## src/rtl/core/slir_pkg.sv

```systemverilog
// Shared types, constants and helpers for the slope-intercept line rasteriser.
package slir_pkg;

   // Screen geometry: coordinates are fixed at six bits by the interface
   localparam int SCREEN_SIZE = 64;
   localparam int COORD_W     = 6;

   // Restoring divider: one quotient bit per step
   localparam int DIV_STEPS   = COORD_W;
   localparam int DIV_CNT_W   = $clog2(DIV_STEPS);

   // Signed width of the per-column y step (quotient plus carry and sign)
   localparam int STEP_W      = COORD_W + 2;

   localparam logic [COORD_W:0] COORD_MAX = (COORD_W + 1)'(SCREEN_SIZE - 1);

   // Controller states, one-hot
   typedef enum logic [3:0] {
      ST_IDLE   = 4'b0001,
      ST_DIVIDE = 4'b0010,
      ST_SETUP  = 4'b0100,
      ST_EMIT   = 4'b1000
   } state_type;

   // Commands from controller to datapath
   typedef struct packed {
      logic load;
      logic div_step;
      logic setup;
      logic advance;
   } cmd_type;

   // Status from datapath to controller
   typedef struct packed {
      logic x_mode;
      logic last;
   } status_type;

   // Saturate a coordinate to the last addressable row or column
   function automatic logic [COORD_W-1:0] clamp_coord(input logic [COORD_W-1:0] v);
      logic [COORD_W:0] v_ext;
      v_ext = {1'b0, v};
      return (v_ext > COORD_MAX) ? COORD_MAX[COORD_W-1:0] : v;
   endfunction

endpackage

```

## src/rtl/core/slir_ctrl.sv

```systemverilog
// Controller state machine: sequences load, slope division, setup and point emission.
module slir_ctrl (
   input  logic                   clock,
   input  logic                   reset,
   input  logic                   req_valid,
   output logic                   req_ready,
   output logic                   rsp_valid,
   input  logic                   rsp_ready,
   input  slir_pkg::status_type   status,
   output slir_pkg::cmd_type      cmd
);

   slir_pkg::state_type                 state_ff, state_in;
   logic [slir_pkg::DIV_CNT_W-1:0]      div_cnt_ff, div_cnt_in;

   // Decide the next state and the commands for this cycle
   always_comb begin
      state_in   = state_ff;
      div_cnt_in = div_cnt_ff;
      cmd        = '0;
      req_ready  = 1'b0;
      rsp_valid  = 1'b0;
      unique case (state_ff)
         slir_pkg::ST_IDLE: begin
            req_ready = 1'b1;
            if (req_valid) begin
               cmd.load   = 1'b1;
               div_cnt_in = '0;
               state_in   = status.x_mode ? slir_pkg::ST_DIVIDE : slir_pkg::ST_EMIT;
            end
         end
         slir_pkg::ST_DIVIDE: begin
            cmd.div_step = 1'b1;
            if (div_cnt_ff == slir_pkg::DIV_CNT_W'(slir_pkg::DIV_STEPS - 1)) begin
               state_in = slir_pkg::ST_SETUP;
            end else begin
               div_cnt_in = div_cnt_ff + 1'b1;
            end
         end
         slir_pkg::ST_SETUP: begin
            cmd.setup = 1'b1;
            state_in  = slir_pkg::ST_EMIT;
         end
         slir_pkg::ST_EMIT: begin
            rsp_valid = 1'b1;
            if (rsp_ready) begin
               if (status.last) begin
                  state_in = slir_pkg::ST_IDLE;
               end else begin
                  cmd.advance = 1'b1;
               end
            end
         end
         default: begin
            state_in = slir_pkg::ST_IDLE;
         end
      endcase
   end

   // Hold state and divider count
   always_ff @(posedge clock) begin
      if (reset) begin
         state_ff   <= slir_pkg::ST_IDLE;
         div_cnt_ff <= '0;
      end else begin
         state_ff   <= state_in;
         div_cnt_ff <= div_cnt_in;
      end
   end

endmodule

```

## src/rtl/core/slir_datapath.sv

```systemverilog
// Datapath: endpoint ordering, restoring slope divider and incremental point stepping.
module slir_datapath (
   input  logic                          clock,
   input  logic [slir_pkg::COORD_W-1:0]  req_x_start,
   input  logic [slir_pkg::COORD_W-1:0]  req_y_start,
   input  logic [slir_pkg::COORD_W-1:0]  req_x_end,
   input  logic [slir_pkg::COORD_W-1:0]  req_y_end,
   input  slir_pkg::cmd_type             cmd,
   output slir_pkg::status_type          status,
   output logic [slir_pkg::COORD_W-1:0]  rsp_point_x,
   output logic [slir_pkg::COORD_W-1:0]  rsp_point_y,
   output logic                          rsp_last_point
);

   localparam int W  = slir_pkg::COORD_W;
   localparam int SW = slir_pkg::STEP_W;

   logic [W-1:0]          xa, ya, xb, yb;
   logic                  swap, in_x_mode;
   logic [W-1:0]          x1, y1, x2, y2, y_lo, y_hi;

   logic [W-1:0]          x_ff, x_in, y_ff, y_in;
   logic [W-1:0]          x_end_ff, x_end_in, y_end_ff, y_end_in;
   logic [W-1:0]          dx_ff, dx_in;
   logic                  dy_neg_ff, dy_neg_in;
   logic                  x_mode_ff, x_mode_in;
   logic [W-1:0]          rem_ff, rem_in, quo_ff, quo_in;
   logic signed [SW-1:0]  q_step_ff, q_step_in;
   logic [W-1:0]          r_step_ff, r_step_in;
   logic [W-1:0]          frac_ff, frac_in;

   logic [W:0]            rem_sh, rem_sub;
   logic                  fits;
   logic signed [SW-1:0]  quo_ext;
   logic [W:0]            frac_sum, frac_sub;
   logic                  carry;
   logic signed [SW-1:0]  y_sum;

   // Saturate and order the endpoints of the incoming item
   always_comb begin
      xa        = slir_pkg::clamp_coord(req_x_start);
      ya        = slir_pkg::clamp_coord(req_y_start);
      xb        = slir_pkg::clamp_coord(req_x_end);
      yb        = slir_pkg::clamp_coord(req_y_end);
      in_x_mode = (xa != xb);
      swap      = (xb < xa);
      x1        = swap ? xb : xa;
      y1        = swap ? yb : ya;
      x2        = swap ? xa : xb;
      y2        = swap ? ya : yb;
      y_lo      = (yb < ya) ? yb : ya;
      y_hi      = (yb < ya) ? ya : yb;
   end

   // Divider step: shift in one dividend bit, subtract where it fits
   always_comb begin
      rem_sh  = {rem_ff, quo_ff[W-1]};
      fits    = (rem_sh >= {1'b0, dx_ff});
      rem_sub = rem_sh - {1'b0, dx_ff};
      quo_ext = $signed({2'b00, quo_ff});
   end

   // Column step: accumulate the remainder, carry one row when it wraps
   always_comb begin
      frac_sum = {1'b0, frac_ff} + {1'b0, r_step_ff};
      carry    = (frac_sum >= {1'b0, dx_ff});
      frac_sub = frac_sum - {1'b0, dx_ff};
      y_sum    = $signed({2'b00, y_ff}) + q_step_ff + $signed({{(SW-1){1'b0}}, carry});
   end

   // Next values of the datapath registers
   always_comb begin
      x_in      = x_ff;
      y_in      = y_ff;
      x_end_in  = x_end_ff;
      y_end_in  = y_end_ff;
      dx_in     = dx_ff;
      dy_neg_in = dy_neg_ff;
      x_mode_in = x_mode_ff;
      rem_in    = rem_ff;
      quo_in    = quo_ff;
      q_step_in = q_step_ff;
      r_step_in = r_step_ff;
      frac_in   = frac_ff;
      priority if (cmd.load) begin
         x_mode_in = in_x_mode;
         x_in      = in_x_mode ? x1 : xa;
         y_in      = in_x_mode ? y1 : y_lo;
         x_end_in  = x2;
         y_end_in  = y_hi;
         dx_in     = x2 - x1;
         dy_neg_in = (y2 < y1);
         quo_in    = (y2 < y1) ? (y1 - y2) : (y2 - y1);
         rem_in    = '0;
         frac_in   = '0;
      end else if (cmd.div_step) begin
         rem_in = fits ? rem_sub[W-1:0] : rem_sh[W-1:0];
         quo_in = {quo_ff[W-2:0], fits};
      end else if (cmd.setup) begin
         // Floor division: a negative slope with a remainder rounds down one more
         if (dy_neg_ff && (rem_ff != '0)) begin
            q_step_in = -(quo_ext + SW'(1));
            r_step_in = dx_ff - rem_ff;
         end else if (dy_neg_ff) begin
            q_step_in = -quo_ext;
            r_step_in = '0;
         end else begin
            q_step_in = quo_ext;
            r_step_in = rem_ff;
         end
      end else if (cmd.advance) begin
         if (x_mode_ff) begin
            x_in    = x_ff + 1'b1;
            y_in    = y_sum[W-1:0];
            frac_in = carry ? frac_sub[W-1:0] : frac_sum[W-1:0];
         end else begin
            y_in = y_ff + 1'b1;
         end
      end else begin
         x_in = x_ff;
      end
   end

   // Payload registers: no reset needed
   always_ff @(posedge clock) begin
      x_ff      <= x_in;
      y_ff      <= y_in;
      x_end_ff  <= x_end_in;
      y_end_ff  <= y_end_in;
      dx_ff     <= dx_in;
      dy_neg_ff <= dy_neg_in;
      x_mode_ff <= x_mode_in;
      rem_ff    <= rem_in;
      quo_ff    <= quo_in;
      q_step_ff <= q_step_in;
      r_step_ff <= r_step_in;
      frac_ff   <= frac_in;
   end

   // Drive the current point and the status back to the controller
   always_comb begin
      status.x_mode  = in_x_mode;
      status.last    = x_mode_ff ? (x_ff == x_end_ff) : (y_ff == y_end_ff);
      rsp_point_x    = x_ff;
      rsp_point_y    = y_ff;
      rsp_last_point = status.last;
   end

endmodule

```

## src/rtl/core/slope_intercept_line_rasterizer.sv

```systemverilog
// Top level of the slope-intercept line rasteriser: controller plus datapath.
//
// Usage:
//   req_ channel: one item carries two endpoints (x_start, y_start, x_end,
//   y_end), six bits each, saturated to the last screen row/column.
//   rsp_ channel: one item per plotted point (point_x, point_y), with
//   last_point high on the final point of the line.
//   Lines with distinct x step x upward from the lower x, with
//   y = floor(y1 + dy*(x-x1)/dx); lines with equal x step y upward.
// Sequencing:
//   An item is taken only when the block is idle. A line with distinct x
//   is loaded, passes through the restoring slope divider (one quotient
//   bit per cycle) and a setup step, then emits one point per cycle while
//   rsp_ready is high. A line with equal x skips the divider and the setup
//   step and goes straight from load to emission.
//   The point registers drive the rsp_ channel directly; while rsp_ready is
//   low the current point holds and stepping stops.
// Reset: synchronous, active high; returns the controller to idle and
//   drops any line in progress.
module slope_intercept_line_rasterizer (
   input  logic                          clock,
   input  logic                          reset,
   input  logic                          req_valid,
   output logic                          req_ready,
   input  logic [slir_pkg::COORD_W-1:0]  req_x_start,
   input  logic [slir_pkg::COORD_W-1:0]  req_y_start,
   input  logic [slir_pkg::COORD_W-1:0]  req_x_end,
   input  logic [slir_pkg::COORD_W-1:0]  req_y_end,
   output logic                          rsp_valid,
   input  logic                          rsp_ready,
   output logic [slir_pkg::COORD_W-1:0]  rsp_point_x,
   output logic [slir_pkg::COORD_W-1:0]  rsp_point_y,
   output logic                          rsp_last_point
);

   slir_pkg::cmd_type     cmd;
   slir_pkg::status_type  status;

   // Sequence the work of one line
   slir_ctrl u_ctrl (
      .clock     (clock),
      .reset     (reset),
      .req_valid (req_valid),
      .req_ready (req_ready),
      .rsp_valid (rsp_valid),
      .rsp_ready (rsp_ready),
      .status    (status),
      .cmd       (cmd)
   );

   // Divide the slope and step the points
   slir_datapath u_datapath (
      .clock          (clock),
      .req_x_start    (req_x_start),
      .req_y_start    (req_y_start),
      .req_x_end      (req_x_end),
      .req_y_end      (req_y_end),
      .cmd            (cmd),
      .status         (status),
      .rsp_point_x    (rsp_point_x),
      .rsp_point_y    (rsp_point_y),
      .rsp_last_point (rsp_last_point)
   );

endmodule

```

## config.mk

```make
export PLATFORM = sky130hd
export DESIGN_NAME = slope_intercept_line_rasterizer
export DESIGN_NICKNAME = d
export VERILOG_FILES = /design/src/rtl/core/slir_pkg.sv /design/src/rtl/core/slir_ctrl.sv /design/src/rtl/core/slir_datapath.sv /design/src/rtl/core/slope_intercept_line_rasterizer.sv
export SDC_FILE = /design/constraint.sdc
export NUM_CORES = 1
export LEC_CHECK = 0
export BUFFER_PORTS_ARGS = -buffer_cell sky130_fd_sc_hd__buf_2
export CORE_MARGIN = 10
export CORE_UTILIZATION = 28
export CTS_BUF_LIST = sky130_fd_sc_hd__clkbuf_8 sky130_fd_sc_hd__clkbuf_16
export DETAILED_ROUTE_END_ITERATION = 12
export RECOVER_POWER = 50
export SYNTH_ARGS = -nofsm -noshare
export SYNTH_HDL_FRONTEND = slang
export SYNTH_SLANG_ARGS = --single-unit
```

## constraint.sdc

```tcl
create_clock -name clock -period 11.4 [get_ports clock]
set_clock_uncertainty 0.2 [all_clocks]
set_input_delay 1.14 -clock clock [delete_from_list [all_inputs] [get_ports clock]]
set_output_delay 1.14 -clock clock [all_outputs]
set_load 0.01 [all_outputs]
```

# Word-level counts from Yosys, hierarchy flattened
# Index checks and enable logic that the tools add are counted.
word_totals:
  inputBits: 28
  reg_bits: 69
  elab_cells: 110
  output_inout_bits: 15
classes:
  add_sub_neg: 15
  n_mux: 46
  order_cmp: 5
  bitwise_logic: 3
  eq_ne: 15
  n_reduce_logical: 12
op_table:
  columns: ["op", "n"]
  rows:
  - ["two-way mux 6 bit", 27]
  - ["subtractor 6 bit", 6]
  - ["two-way mux 4 bit", 5]
  - ["adder 6 x 1 -> 6 bit, second input constant", 3]
  - ["less-than comparator 6 bit", 3]
  - ["case mux 4 bit (4 select lines)", 1]
  - ["greater-or-equal comparator 7 x 6 -> 1 bit", 2]
  - ["equality test 6 bit", 2]
  - ["negation 6 bit", 2]
  - ["AND reduction 4 bit", 3]
  - ["two-way mux 1 bit", 10]
  - ["AND reduction 3 bit", 3]
  - ["!= test 2 bit, second input constant", 4]
  - ["nonzero test 2 bit", 4]
  - ["adder 6 x 6 -> 7 bit", 1]
  - ["adder 6 x 2 -> 6 bit", 1]
  - ["adder 6 bit", 1]
  - ["two-way mux 3 bit", 2]
  - ["!= test 2 x 1 -> 1 bit, second input constant", 3]
  - ["!= test 6 bit", 1]
  - ["case mux 3 bit (2 select lines)", 1]
  - ["nonzero test 6 bit", 1]
  - ["equality test 4 x 1 -> 1 bit, second input constant", 1]
  - ["equality test 4 x 2 -> 1 bit, second input constant", 1]
  - ["6 further kinds", 8]

# Longest topological paths before layout
# Gate-level depths: netlist (run 1).
depth:
  word_depth: 9
  depth_mapped: 20
  depth_no_buf: 20

# Modules after synthesis
# From an unflattened synthesis (run 1), not the netlist that was laid out.
hier_totals:
  hier_cells: 627
  area_unflattened_um2: 5634.2
by_module_without_submodules:
  columns: ["mod", "cells_each", "area_each_um2", "instances"]
  rows:
  - ["slir_datapath", 574, 5143.7, 1]
  - ["slir_ctrl", 53, 490.5, 1]

# Least setup slack after synthesis (run 1)
# Ideal clock, no wire load.
synth_path:
  kind: "input -> register"
  from: "input req_x_start[4] (netlist bit)"
  to: "register u_datapath.quo_ff[2] (data pin)"
  t_required_ns: 10.935
  setup_ns: 0.265
  cell_stages: 17
  slack_ns: 6.706
  arrival_ns: 4.229
  cell_sequence: "inv_1 > ha_1 > and4_4 > o21ai_2 > nand3_4 > clkbuf_1 > clkbuf_1 > a22oi_1 > ha_1 > inv_1 > o21ai_0 > o2111ai_1 > a31oi_4 > or2_4 > o41a_1 > xnor2_1 > o21ai_1"
synth_between:
  elab_chain_cells: 5
  word_cells_on_any_way: 8
  cone_classes: "add/sub (2); order compare (2); mux (4)"
synth_lines:
  columns: ["item", "line", "source"]
  rows:
  - ["from (decl)", "slope_intercept_line_rasterizer.sv:25", "input logic [slir_pkg::COORD_W-1:0] req_x_start,"]
  - ["less-than comparator 6 bit (*)", "slir_datapath.sv:46", "swap = (xb < xa);"]
  - ["two-way mux 6 bit, on equally long branches", "slir_datapath.sv:50, slir_datapath.sv:48", null]
  - ["subtractor 6 bit / less-than comparator 6 bit (equally long branches)", "slir_datapath.sv:93", "quo_in = (y2 < y1) ? (y1 - y2) : (y2 - y1);"]
  - ["two-way mux 6 bit (*)", "slir_datapath.sv:93", null]
  - ["two-way mux 6 bit (*)", "slir_datapath.sv:85", "priority if (cmd.load) begin"]
  - ["net u_datapath.quo_in[2]", "slir_datapath.sv:27", "logic [W-1:0] rem_ff, rem_in, quo_ff, quo_in;"]
  - ["to (signal assigned)", "slir_datapath.sv:134", "quo_ff <= quo_in;"]
  - ["to (decl)", "slir_datapath.sv:27", null]
# Mark *: on every way through the listed nets, which the timed path passes. The rest lies on a longest branch.
# A chain may end at the register's enable or synchronous reset.

# Worst setup path in the final report (run 1)
layout_path:
  from: "register u_datapath.r_step_ff[0]"
  to: "register u_datapath.y_ff[4] (netlist: u_datapath.rsp_point_y[4]) (data pin)"
layout_between:
  elab_chain_cells: 8
layout_lines:
  columns: ["item", "line", "source"]
  rows:
  - ["from (decl)", "slir_datapath.sv:29", "logic [W-1:0] r_step_ff, r_step_in;"]
  - ["from (signal assigned)", "slir_datapath.sv:136", "r_step_ff <= r_step_in;"]
  - ["adder 6 x 6 -> 7 bit", "slir_datapath.sv:65", "frac_sum = {1'b0, frac_ff} + {1'b0, r_step_ff};"]
  - ["greater-or-equal comparator 7 x 6 -> 1 bit", "slir_datapath.sv:66", "carry = (frac_sum >= {1'b0, dx_ff});"]
  - ["adder 6 x 2 -> 6 bit", "slir_datapath.sv:68", "y_sum = $signed({2'b00, y_ff}) + q_step_ff + $signed({{(SW-1){1'b0}}, carry});"]
  - ["two-way mux 6 bit", "slir_datapath.sv:112", "if (x_mode_ff) begin"]
  - ["two-way mux 6 bit", "slir_datapath.sv:111", "end else if (cmd.advance) begin"]
  - ["two-way mux 6 bit", "slir_datapath.sv:99", "end else if (cmd.setup) begin"]
  - ["two-way mux 6 bit", "slir_datapath.sv:96", "end else if (cmd.div_step) begin"]
  - ["two-way mux 6 bit", "slir_datapath.sv:85", null]
  - ["net u_datapath.y_in[4]", "slir_datapath.sv:22", "logic [W-1:0] x_ff, x_in, y_ff, y_in;"]
  - ["to (signal assigned)", "slir_datapath.sv:127", "y_ff <= y_in;"]
  - ["to (decl)", "slir_datapath.sv:22", null]
# The timed path passes the listed nets, and every way through them passes these cells. The select of a mux whose other input is x is not followed.

==> results of run 1 <==
-- cell usage after synthesis, types with 2 or more instances --
library cell | number | area, um2
nor3_1 | 9 | 45.0
inv_1 | 48 | 180
or3_1 | 2 | 12.5
or2_4 | 2 | 17.5
nor2b_1 | 10 | 62.6
o21a_1 | 2 | 15.0
xor2_1 | 16 | 140
fa_1 | 6 | 120
dfxtp_1 | 19 | 380
nand2_1 | 59 | 221
or4_1 | 3 | 22.5
nor2_1 | 39 | 146
nand2b_1 | 9 | 56.3
o21ai_0 | 49 | 245
o31ai_1 | 7 | 52.6
nand3_1 | 17 | 85.1
nand4_1 | 4 | 25.0
o31a_1 | 2 | 17.5
and3_1 | 4 | 25.0
nand3b_1 | 2 | 15.0
o21ai_1 | 3 | 15.0
a21o_1 | 11 | 82.6
clkbuf_1 | 13 | 48.8
o21bai_1 | 5 | 37.5
o211ai_1 | 6 | 45.0
mux2i_1 | 22 | 220
a21boi_0 | 2 | 15.0
a21oi_1 | 30 | 150
o22ai_1 | 7 | 43.8
ha_1 | 47 | 588
a211oi_1 | 3 | 22.5
edfxtp_1 | 50 | 1500
xnor2_1 | 35 | 307
nor4b_1 | 3 | 26.3
mux2_2 | 7 | 78.8
a22oi_1 | 3 | 22.5
o311ai_1 | 2 | 17.5
-- stage by stage --
step	worst slack (ns)	hold slack (ns)	utilization, %
floorplan	6.71	0.250	-
global placement	6.66	0.265	31.3
detailed placement	6.58	0.271	31.3
CTS	6.79	0.279	33.0
global route	6.36	0.299	32.8
finish	6.79	0.274	32.8
-- kinds of logic after synthesis --
logic type      count (synthesis)
flops                          69
simple gates                  170
compound gates                149
buf+inv                        64
mux                            29
fa+ha+maj                      53
xor+xnor                       51
-- sequential cells by signal, indices dropped and copies added, names as in the netlist --
register,count
u_datapath.quo_ff,6
u_datapath.rsp_point_y,6
u_datapath.x_end_ff,6
u_ctrl.div_cnt_ff,3
u_datapath.q_step_ff,6
u_datapath.frac_ff,6
u_datapath.rsp_point_x,6
u_datapath.x_mode_ff,1
u_ctrl.state_ff,4
u_datapath.dx_ff,6
u_datapath.y_end_ff,6
u_datapath.r_step_ff,6
u_datapath.dy_neg_ff,1
u_datapath.rem_ff,6
-- final cells by class --
cell class,count,area [um2],area share (%)
clock buffers,11,253,4.10
well taps,260,325,5.27
flip-flops and latches,69,1880,30.5
multi-input cells,452,3250,52.7
repair buffers,47,219,3.55
inverters,50,189,3.06
clock inverters,5,50.0,0.811
-- metal layers --
layer | GRT usage (%) | part of all wire, %
met5 | 0 | 0
met4 | 3.97 | 1.8
met1 | 14.6 | 48
met3 | 2.35 | 4.0
met2 | 17.5 | 47
-- power breakdown --
group          total (W)  leakage [nW]  internal (W)  switching [W]
Sequential      0.000379         0.622      0.000332      0.0000467
Clock           0.000281         0.150      0.000179       0.000101
Combinational   0.000379          1.78      0.000161       0.000217
Total            0.00104          2.55      0.000672       0.000365
-- worst max-delay path: cells and delay by family, from the launching register on --
family          cells  cell delay (ns)
flops               1             0.37
fa+ha+maj           5             1.82
buf+inv             3             0.34
compound gates      9             1.15
xor+xnor            2             0.34
simple gates        1             0.07
-- path summary, 6_finish.rpt --
| path | end |
|---|---|
| worst min-delay path | u_datapath.frac_ff[0] |
| worst max-delay path | u_datapath.rsp_point_y[4] |
| worst max register to register | u_datapath.rsp_point_y[4] |
| worst min register to register | u_datapath.frac_ff[0] |
==> run metrics, run 1 <==
outcome=complete, but fails checks; violations in the final reports=capacitance limit, slew limit; number of nets with antenna violations after detailed routing=0; count of final setup violators=0; vias in the first global route=4214; placer congestion estimate=0.901; largest driver fanout on the critical path=9; clock tree from TritonCTS=done; maximum capacitance violations=1; global-route wire length before repair=22000 um; simple-gate share of the synthesized area=15.5%; number of storage elements in the synthesis netlist=69; summed area of non-filler cells in the final layout=6170 um2; dpl cells=878; global route overflow=0; most common cell after layout, fill and taps aside=nand2_1; I/O Buffers=42; net count of the mapped netlist=666; critical path start-end classification=reg2reg; final net count=710; Reg clk slew, reported paths=0.05 ns; parity-gate share of the synthesized area counting xor and xnor cells=8.31%; CTS root buffer=clkbuf_16; floorplan die height=159 um; non-filler cells in the finished layout=894; gate count after technology mapping=585; area of placed instances=5900 um2; number of diodes=0; CP startpoint kind=register; Die Area=25100 um2; largest voltage drop on the vdd net=0.0000816 V; worst min-delay path class=reg2reg; die outline width=159 um; Total Power=0.00104 W; arrival time of data at the critical path endpoint=4.41 ns; total standard cell area after synthesis=5380 um2; CTS Hold Buffers Added=0; pin count of the biggest net entering global routing=42; Max Fclk=217 MHz; sequential share of the synthesized area=35.0%; average size of a mapped cell=9.19 um2; # H-tree levels=3; number of vias per cell after detailed routing=4.84; cell count of the worst reg-to-reg path=20; Final TNS setup=0 ns; RSZ-0062 raised after global routing=false; number of enable flip-flop cells after synthesis=50; length of the first detailed-routing pass in iterations=4; share of the synthesized area in compound gates (AO/OA/AOI/OAI)=17.9%; initial core utilization=28.6%; ports placed on the boundary=43; DRC violations left=0; startpoint of the most critical register-to-register path=u_datapath.r_step_ff[0]; Pwr Density=168 nW/um2; total wirelength of the detailed-routed design=13300 um; deepest clock path buffer count=2; share of flip-flops with an asynchronous set or reset after synthesis=0%; post-detailed-placement half-perimeter wirelength=10400 um; largest family of logic cells by synthesized area=compound AO/OA/AOI/OAI gates; overall track demand over capacity in global routing=11.1%; Post-Synth Adder-Cell Area=13.2%; actual transition at the worst max-transition pin=1.93 ns; Setup Buffers After CTS=0; number of sinks on the clock net=69; commonest cells after routing, fill and taps aside=nand2_1, inv_1, edfxtp_1; Max Slew Vio Count=42; share of the cycle needed by the critical path after routing=40.4%; clock period minus worst slack=4.61 ns; Leakage=2.55 nW; number of antenna violations at the first check in global routing=0; count of vias placed by the detailed router=4323; number of instances on the worst hold path=2; critical-path cell with the highest stage delay=fa_1; leading register cell type out of synthesis=edfxtp_1; DRC violation total after the first TritonRoute iteration=275; number of gates resized after CTS=0; Final Hold Fails=0; max_slew headroom=-29.0%; register-to-register setup slack=6.79 ns; source-to-sink clock delay at the later pin of the worst-skew pair=0.34 ns; Row Count=50; synth unique cells=64; first element of the critical path=u_datapath.r_step_ff[0]; Ys Warns=0; filler cell count=1935; CP Cell Sequence=ha_1 > fa_1 > xor2_1 > ha_1 > o21ai_0 > a21boi_0 > o21a_1 > o21ai_0 > o311ai_1 > buf_4 > inv_1 > fa_1 > fa_1 > inv_1 > a21o_1 > a21oi_1 > xor2_1 > nand2_1 > o211ai_1 > o21ai_0; Required @ worst endpoint=11.21 ns; worst stage delay on the critical path=0.43 ns; mux share of post-synthesis cell area=5.56%; placeable core region=18800 um2; mean routed wirelength per cell=14.9 um; layout cells sized above 1=9.94%; start point of the worst hold path=u_datapath.frac_ff[0]; Critical Path Sink Type=register; number of buffers inserted during clock tree synthesis=9; Layout Area Growth over Synthesis=14.7%
(Power assumes the default switching activity.)
==> run 2, diff against run 1 <==
clock period = 4.5 ns   (was 11.4 ns; I/O delays follow)
==> run metrics, run 2 (synthesis gave the netlist of run 1 again) <==
pin count of the biggest net entering global routing=29 (was 42); layout cells sized above 1=10.4% (was 9.94%); number of nets with antenna violations after detailed routing=0 (unchanged); number of gates resized after CTS=0 (unchanged); Required @ worst endpoint=4.37 ns (was 11.21 ns); source-to-sink clock delay at the later pin of the worst-skew pair=0.34 ns (about the same); CTS root buffer=clkbuf_16 (unchanged); number of buffers inserted during clock tree synthesis=9 (unchanged); CTS Hold Buffers Added=0 (unchanged); # H-tree levels=3 (unchanged); die outline width=159 um (unchanged); Max Fclk=237 MHz (was 217 MHz); count of vias placed by the detailed router=4356 (was 4323); floorplan die height=159 um (unchanged); global-route wire length before repair=21700 um (was 22000 um); number of vias per cell after detailed routing=4.86 (was 4.84); overall track demand over capacity in global routing=11.0% (was 11.1%); worst min-delay path class=in2reg (was reg2reg); most common cell after layout, fill and taps aside=nand2_1 (unchanged); number of antenna violations at the first check in global routing=0 (unchanged); number of diodes=0 (unchanged); Final Hold Fails=0 (unchanged); global route overflow=0 (unchanged); arrival time of data at the critical path endpoint=4.09 ns (was 4.41 ns); Max Slew Vio Count=0 (was 42); ports placed on the boundary=43 (unchanged); Reg clk slew, reported paths=0.06 ns (was 0.05 ns); DRC violations left=0 (unchanged); placer congestion estimate=0.850 (was 0.901); Layout Area Growth over Synthesis=14.9% (was 14.7%); number of sinks on the clock net=69 (unchanged); share of the cycle needed by the critical path after routing=93.7% (was 40.4%); count of final setup violators=0 (unchanged); total wirelength of the detailed-routed design=13500 um (was 13300 um); post-detailed-placement half-perimeter wirelength=10700 um (was 10400 um); Pwr Density=425 nW/um2 (was 168 nW/um2); clock tree from TritonCTS=done (unchanged); largest voltage drop on the vdd net=0.000205 V (was 0.0000816 V); Die Area=25100 um2 (unchanged); final net count=713 (was 710); placeable core region=18800 um2 (unchanged); Setup Buffers After CTS=0 (unchanged); Critical Path Sink Type=register (unchanged); initial core utilization=28.6% (unchanged); largest driver fanout on the critical path=3 (was 9); worst hold slack=0.134 ns (was 0.274 ns); Leakage=2.54 nW (was 2.55 nW); commonest cells after routing, fill and taps aside=nand2_1, edfxtp_1, inv_1, o21ai_0, ha_1 (was nand2_1, inv_1, edfxtp_1); I/O Buffers=42 (unchanged); CP startpoint kind=register (unchanged); length of the first detailed-routing pass in iterations=5 (was 4); maximum capacitance violations=0 (was 1); Final TNS setup=0 ns (unchanged); summed area of non-filler cells in the final layout=6180 um2 (was 6170 um2); vias in the first global route=4115 (was 4214); mean routed wirelength per cell=15.0 um (was 14.9 um); Row Count=50 (unchanged); clock period minus worst slack=4.22 ns (was 4.61 ns); actual transition at the worst max-transition pin=1.31 ns (was 1.93 ns); DRC violation total after the first TritonRoute iteration=283 (was 275); area of placed instances=5930 um2 (was 5900 um2); outcome=completed (was complete, but fails checks); deepest clock path buffer count=2 (unchanged); critical path start-end classification=reg2reg (unchanged); max_slew headroom=12.2% (was -29.0%)
-- run 2: path summary, 6_finish.rpt --
check                                             start                   endpoint  cells after the start  slack [ns]
worst max-delay path            u_datapath.r_step_ff[0]  u_datapath.rsp_point_y[5]                     20        0.28
worst min-delay path                              reset       u_ctrl.div_cnt_ff[1]                      2        0.13
worst max register to register  u_datapath.r_step_ff[0]  u_datapath.rsp_point_y[5]                     20        0.28
worst min register to register    u_datapath.frac_ff[5]      u_datapath.frac_ff[5]                      2        0.27
-- run 2: where the power goes --
group | internal [W] | switching [W] | leakage [nW]
Clock | 0.000425 | 0.000274 | 0.143
Sequential | 0.000839 | 0.000112 | 0.622
Combinational | 0.000409 | 0.000564 | 1.78
-- run 2: cell type report --
| class | count | area (um2) |
|---|---|---|
| Sequential cell | 69 | 1880 |
| Fill cell | 1983 | 12700 |
| Inverter | 50 | 189 |
| Clock buffer | 9 | 225 |
| Tap cell | 260 | 325 |
| Timing Repair Buffer | 50 | 231 |
| Multi-Input combinational cell | 452 | 3260 |
| Clock inverter | 7 | 65.1 |
-- run 2: through the flow --
stage                     cells  setup slack [ns]  util (%)  power, W
final                       897             0.283      32.8   0.00262
after global routing        897           -0.0373      32.8   0.00282
after CTS                   897             0.101      33.0   0.00266
after detailed placement    881             0.119      31.5   0.00195
after global placement      881             0.244      31.5   0.00194
after floorplan             585           0.00869         -   0.00166
-- run 2: critical path, cell delays in order, from the launching register on --
cell	delay (ns)
edfxtp_1	0.36
ha_1	0.22
fa_2	0.57
ha_1	0.24
nor2b_1	0.13
o21ai_1	0.16
a21boi_1	0.11
o21a_1	0.19
o21ai_2	0.16
o311ai_2	0.13
inv_1	0.10
fa_1	0.20
nor2b_1	0.05
o21ai_0	0.15
nand2b_1	0.10
a21o_1	0.19
a21oi_1	0.17
xnor2_1	0.14
a21oi_1	0.09
xor2_1	0.20
mux2i_1	0.09
-- run 2: layer usage --
layer / wire, um / up-vias / track usage [%]
met5: 0 / - / 0
met3: 629 / 13 / 3.05
met1: 6310 / 2052 / 14.6
li1: - / 2204 / -
met4: 265 / 0 / 3.57
met2: 6280 / 87 / 16.8
